`config.mk`:
```
export PLATFORM = sky130hd
export DESIGN_NAME = fwk_alu
export DESIGN_NICKNAME = d
export VERILOG_FILES = /design/src/rtl/core/fwk_pkg.sv /design/src/rtl/core/fwk_alu.sv
export SDC_FILE = /design/constraint.sdc
export NUM_CORES = 1
export LEC_CHECK = 0
export BUFFER_PORTS_ARGS = -buffer_cell sky130_fd_sc_hd__buf_2
export CAP_MARGIN = 5
export CORE_MARGIN = 2
export CORE_UTILIZATION = 30
export DETAILED_ROUTE_END_ITERATION = 6
export PLACE_DENSITY_LB_ADDON = 0.25
export SLEW_MARGIN = 20
export SYNTH_ARGS = -nofsm -noshare
export SYNTH_HDL_FRONTEND = slang
export SYNTH_SLANG_ARGS = --single-unit
```
`constraint.sdc`:
```
create_clock -name vclk -period 6.1
set_clock_uncertainty 0.2 [all_clocks]
set_input_delay 0.305 -clock vclk [all_inputs]
set_output_delay 0.305 -clock vclk [all_outputs]
set_load 0.005 [all_outputs]
```
`src/rtl/core/fwk_pkg.sv`:
```
// Shared widths, codes and types for the Fenwick add and rank-select core.
package fwk_pkg;

   localparam int TREE_SIZE_DEF = 1024;
   localparam int POS_W         = 11;
   localparam int DELTA_W       = 9;
   localparam int RANK_W        = 16;
   localparam int NODE_W        = 16;

   typedef enum logic {
      REQ_ADD    = 1'b0,
      REQ_SELECT = 1'b1
   } req_kind_type;

   typedef enum logic {
      ALU_ADD = 1'b0,
      ALU_SUB = 1'b1
   } alu_op_type;

   typedef struct packed {
      logic [NODE_W-1:0] value;
      logic              borrow;
      logic              zero;
   } alu_res_type;

endpackage

```
`src/rtl/core/fwk_alu.sv`:
```
// Shared 16-bit add/subtract unit with borrow and zero flags.
module fwk_alu (
   input  fwk_pkg::alu_op_type            op,
   input  logic [fwk_pkg::NODE_W-1:0]     a,
   input  logic [fwk_pkg::NODE_W-1:0]     b,
   output fwk_pkg::alu_res_type           res
);
   import fwk_pkg::*;

   logic [NODE_W:0] wide;

   always_comb begin
      unique case (op)
         ALU_ADD: wide = {1'b0, a} + {1'b0, b};
         ALU_SUB: wide = {1'b0, a} - {1'b0, b};
         default: wide = '0;
      endcase
      res.value  = wide[NODE_W-1:0];
      res.borrow = (op == ALU_SUB) && wide[NODE_W];
      res.zero   = (wide[NODE_W-1:0] == '0);
   end

endmodule

```
==> metrics.cfg <==
[status]
outcome = completed

[synth]
synth-xor-area-share_pct = 21.24
synth_compound_area_share_pct = 26.95
syn_area_um2 = 1072
synthSimpleGateAreaFrac_pct = 26.02
synth_adder_area_share_pct = 21.70
postSynthCellCount = 148
avgSynthCellArea_um2 = 7.245
muxShareOfSynthArea_pct = 0.9335
seq_area_frac_synth_pct = 0
yosys_warnings = 0
ys_types = 42
syn_nets = 199
synth_top_family_by_area = compound AO/OA/AOI/OAI gates

[job]
cap_violations = 0

[routing]
via_count = 1226
routedWlPerCell_um = 11.72
ant_nets = 0
drtPass1Iterations = 6
drt_iter0_drc = 27
viasPerCell = 5.025
finalWirelength_um = 2859
drc = 0

[power_and_ir_drop]
power_leakage_nw = 0.6658
total_power_mw = 0.2039
ir_worst_vdd_mv = 0.04225
p_per_area_nw_per_um2 = 147.6

[global_route]
grt_pass1_vias = 1108
grt_usage_pct = 14.05
gr-total-overflow = 0
grt_first_pass_wirelength_um = 4802
grt_max_degree = 17
antenna_found_initial = 0

[timing]
grt_setup_unrepaired = false
max_freq_ghz = 0.2241
final-max-slew-violation-count = 0
worst_pin_slew_ns = 0.5154
slew-limit-headroom_pct = 65.19
min_period_ns = 4.462
period_share_pct = 73.15
hold_violations = 0
setup_tns_ns = 0
setup_viol = 0

[floorplanning]
initial_core_util_pct = 31.64
die_area_um2 = 4069
ioPinCount = 51
core_area_um2 = 3390
die_x_um = 63.79
die_y_um = 63.79
row_count = 21

[layout]
fin_area_um2 = 1381
final_util_pct = 40.75
fill_cells = 371
instances_no_fill = 244
area.growth.synth_to_final_pct = 28.82
nFlopsAndLatches = 0
n_antenna_cell = 0
final_nets = 251
final_common_cell = buf_2
drive_gt1_share_pct = 29.29
regArea_um2 = 0
layout_common_cells = buf_2, nor2_1, xnor2_1
clkbuf_count = 0

[critical_path]
crit_path_start_kind = primary input
worst-setup-path-type = in2out
critPathRequiredTime_ns = 5.59
cp_max_fo = 5
cp-end-kind = primary output
crit_arrival_ns = 3.96

[clock_network]
ctsHoldBuffers = 0
postCtsSetupBuffers = 0
post_cts_resized = 0

[place]
port_buffers = 51
hpwl_um = 2604
place_inst = 244
routabilityCongestion = 0.7998
dpl_cell_area_um2 = 1381

[worst_hold_path]
hp-class = in2out

-- logic make-up after synthesis --
logic type,after synthesis
fa+ha+maj,18
compound gates,42
xor+xnor,26
buf+inv,9
simple gates,52
mux,1
-- where the power goes --
group / switching, mW / internal [mW]
clock network: 0 / 0
registers: 0 / 0
logic: 0.107 / 0.0972
total: 0.107 / 0.0972
-- critical path, stage by stage --
cell	delay, ns
buf_2	0.12
nor3_1	0.41
and3_1	0.30
a21oi_1	0.10
xnor2_1	0.14
ha_1	0.35
a21o_2	0.25
a221o_1	0.36
a21oi_1	0.17
o21ai_1	0.13
xor2_1	0.19
or3_1	0.35
or4_1	0.50
nor4_2	0.14
buf_2	0.14
-- metal layers --
metal	global-route usage (%)	vias up	part of all wire (%)
met5	0	-	0
met4	0.8152	0	0.56
met3	1.056	2	4.7
met2	24.48	32	49
met1	19.68	541	46
li1	-	651	-
-- layout make-up --
| type | count | area (µm²) | area share [%] |
|---|---|---|---|
| Tap cell | 46 | 57.56 | 4.167 |
| Inverter | 8 | 30.03 | 2.174 |
| Timing Repair Buffer | 51 | 255.2 | 18.48 |
| Multi-Input combinational cell | 139 | 1039 | 75.18 |
-- per-stage QoR --
stage | hold slack [ns] | worst slack, ns
final | 0.8041 | 1.638
after global routing | 0.8317 | 1.364
after CTS | 0.8145 | 1.644
after detailed placement | 0.8126 | 1.663
after global placement | 0.8085 | 1.700
after floorplan | 0.4971 | 2.177
-- worst paths after layout --
path / start / to / slack [ns] / cells after the start
worst max-delay path: b[3] / res[0] / 1.64 / 15
worst min-delay path: b[0] / res[2] / 0.80 / 4
-- cell usage after synthesis, drive strengths merged (3+ instances only) --
master / n / area, µm²
nor3: 8 / 40.04
a21oi: 11 / 58.81
a31oi: 3 / 18.77
o41ai: 3 / 45.05
ha: 17 / 212.7
nand2b: 3 / 18.77
xor2: 5 / 43.79
xnor2: 21 / 183.9
o21ai: 12 / 60.05
nor2: 21 / 78.83
a21o: 5 / 38.79
inv: 8 / 30.03
Power figures use the tool's default switching activity.
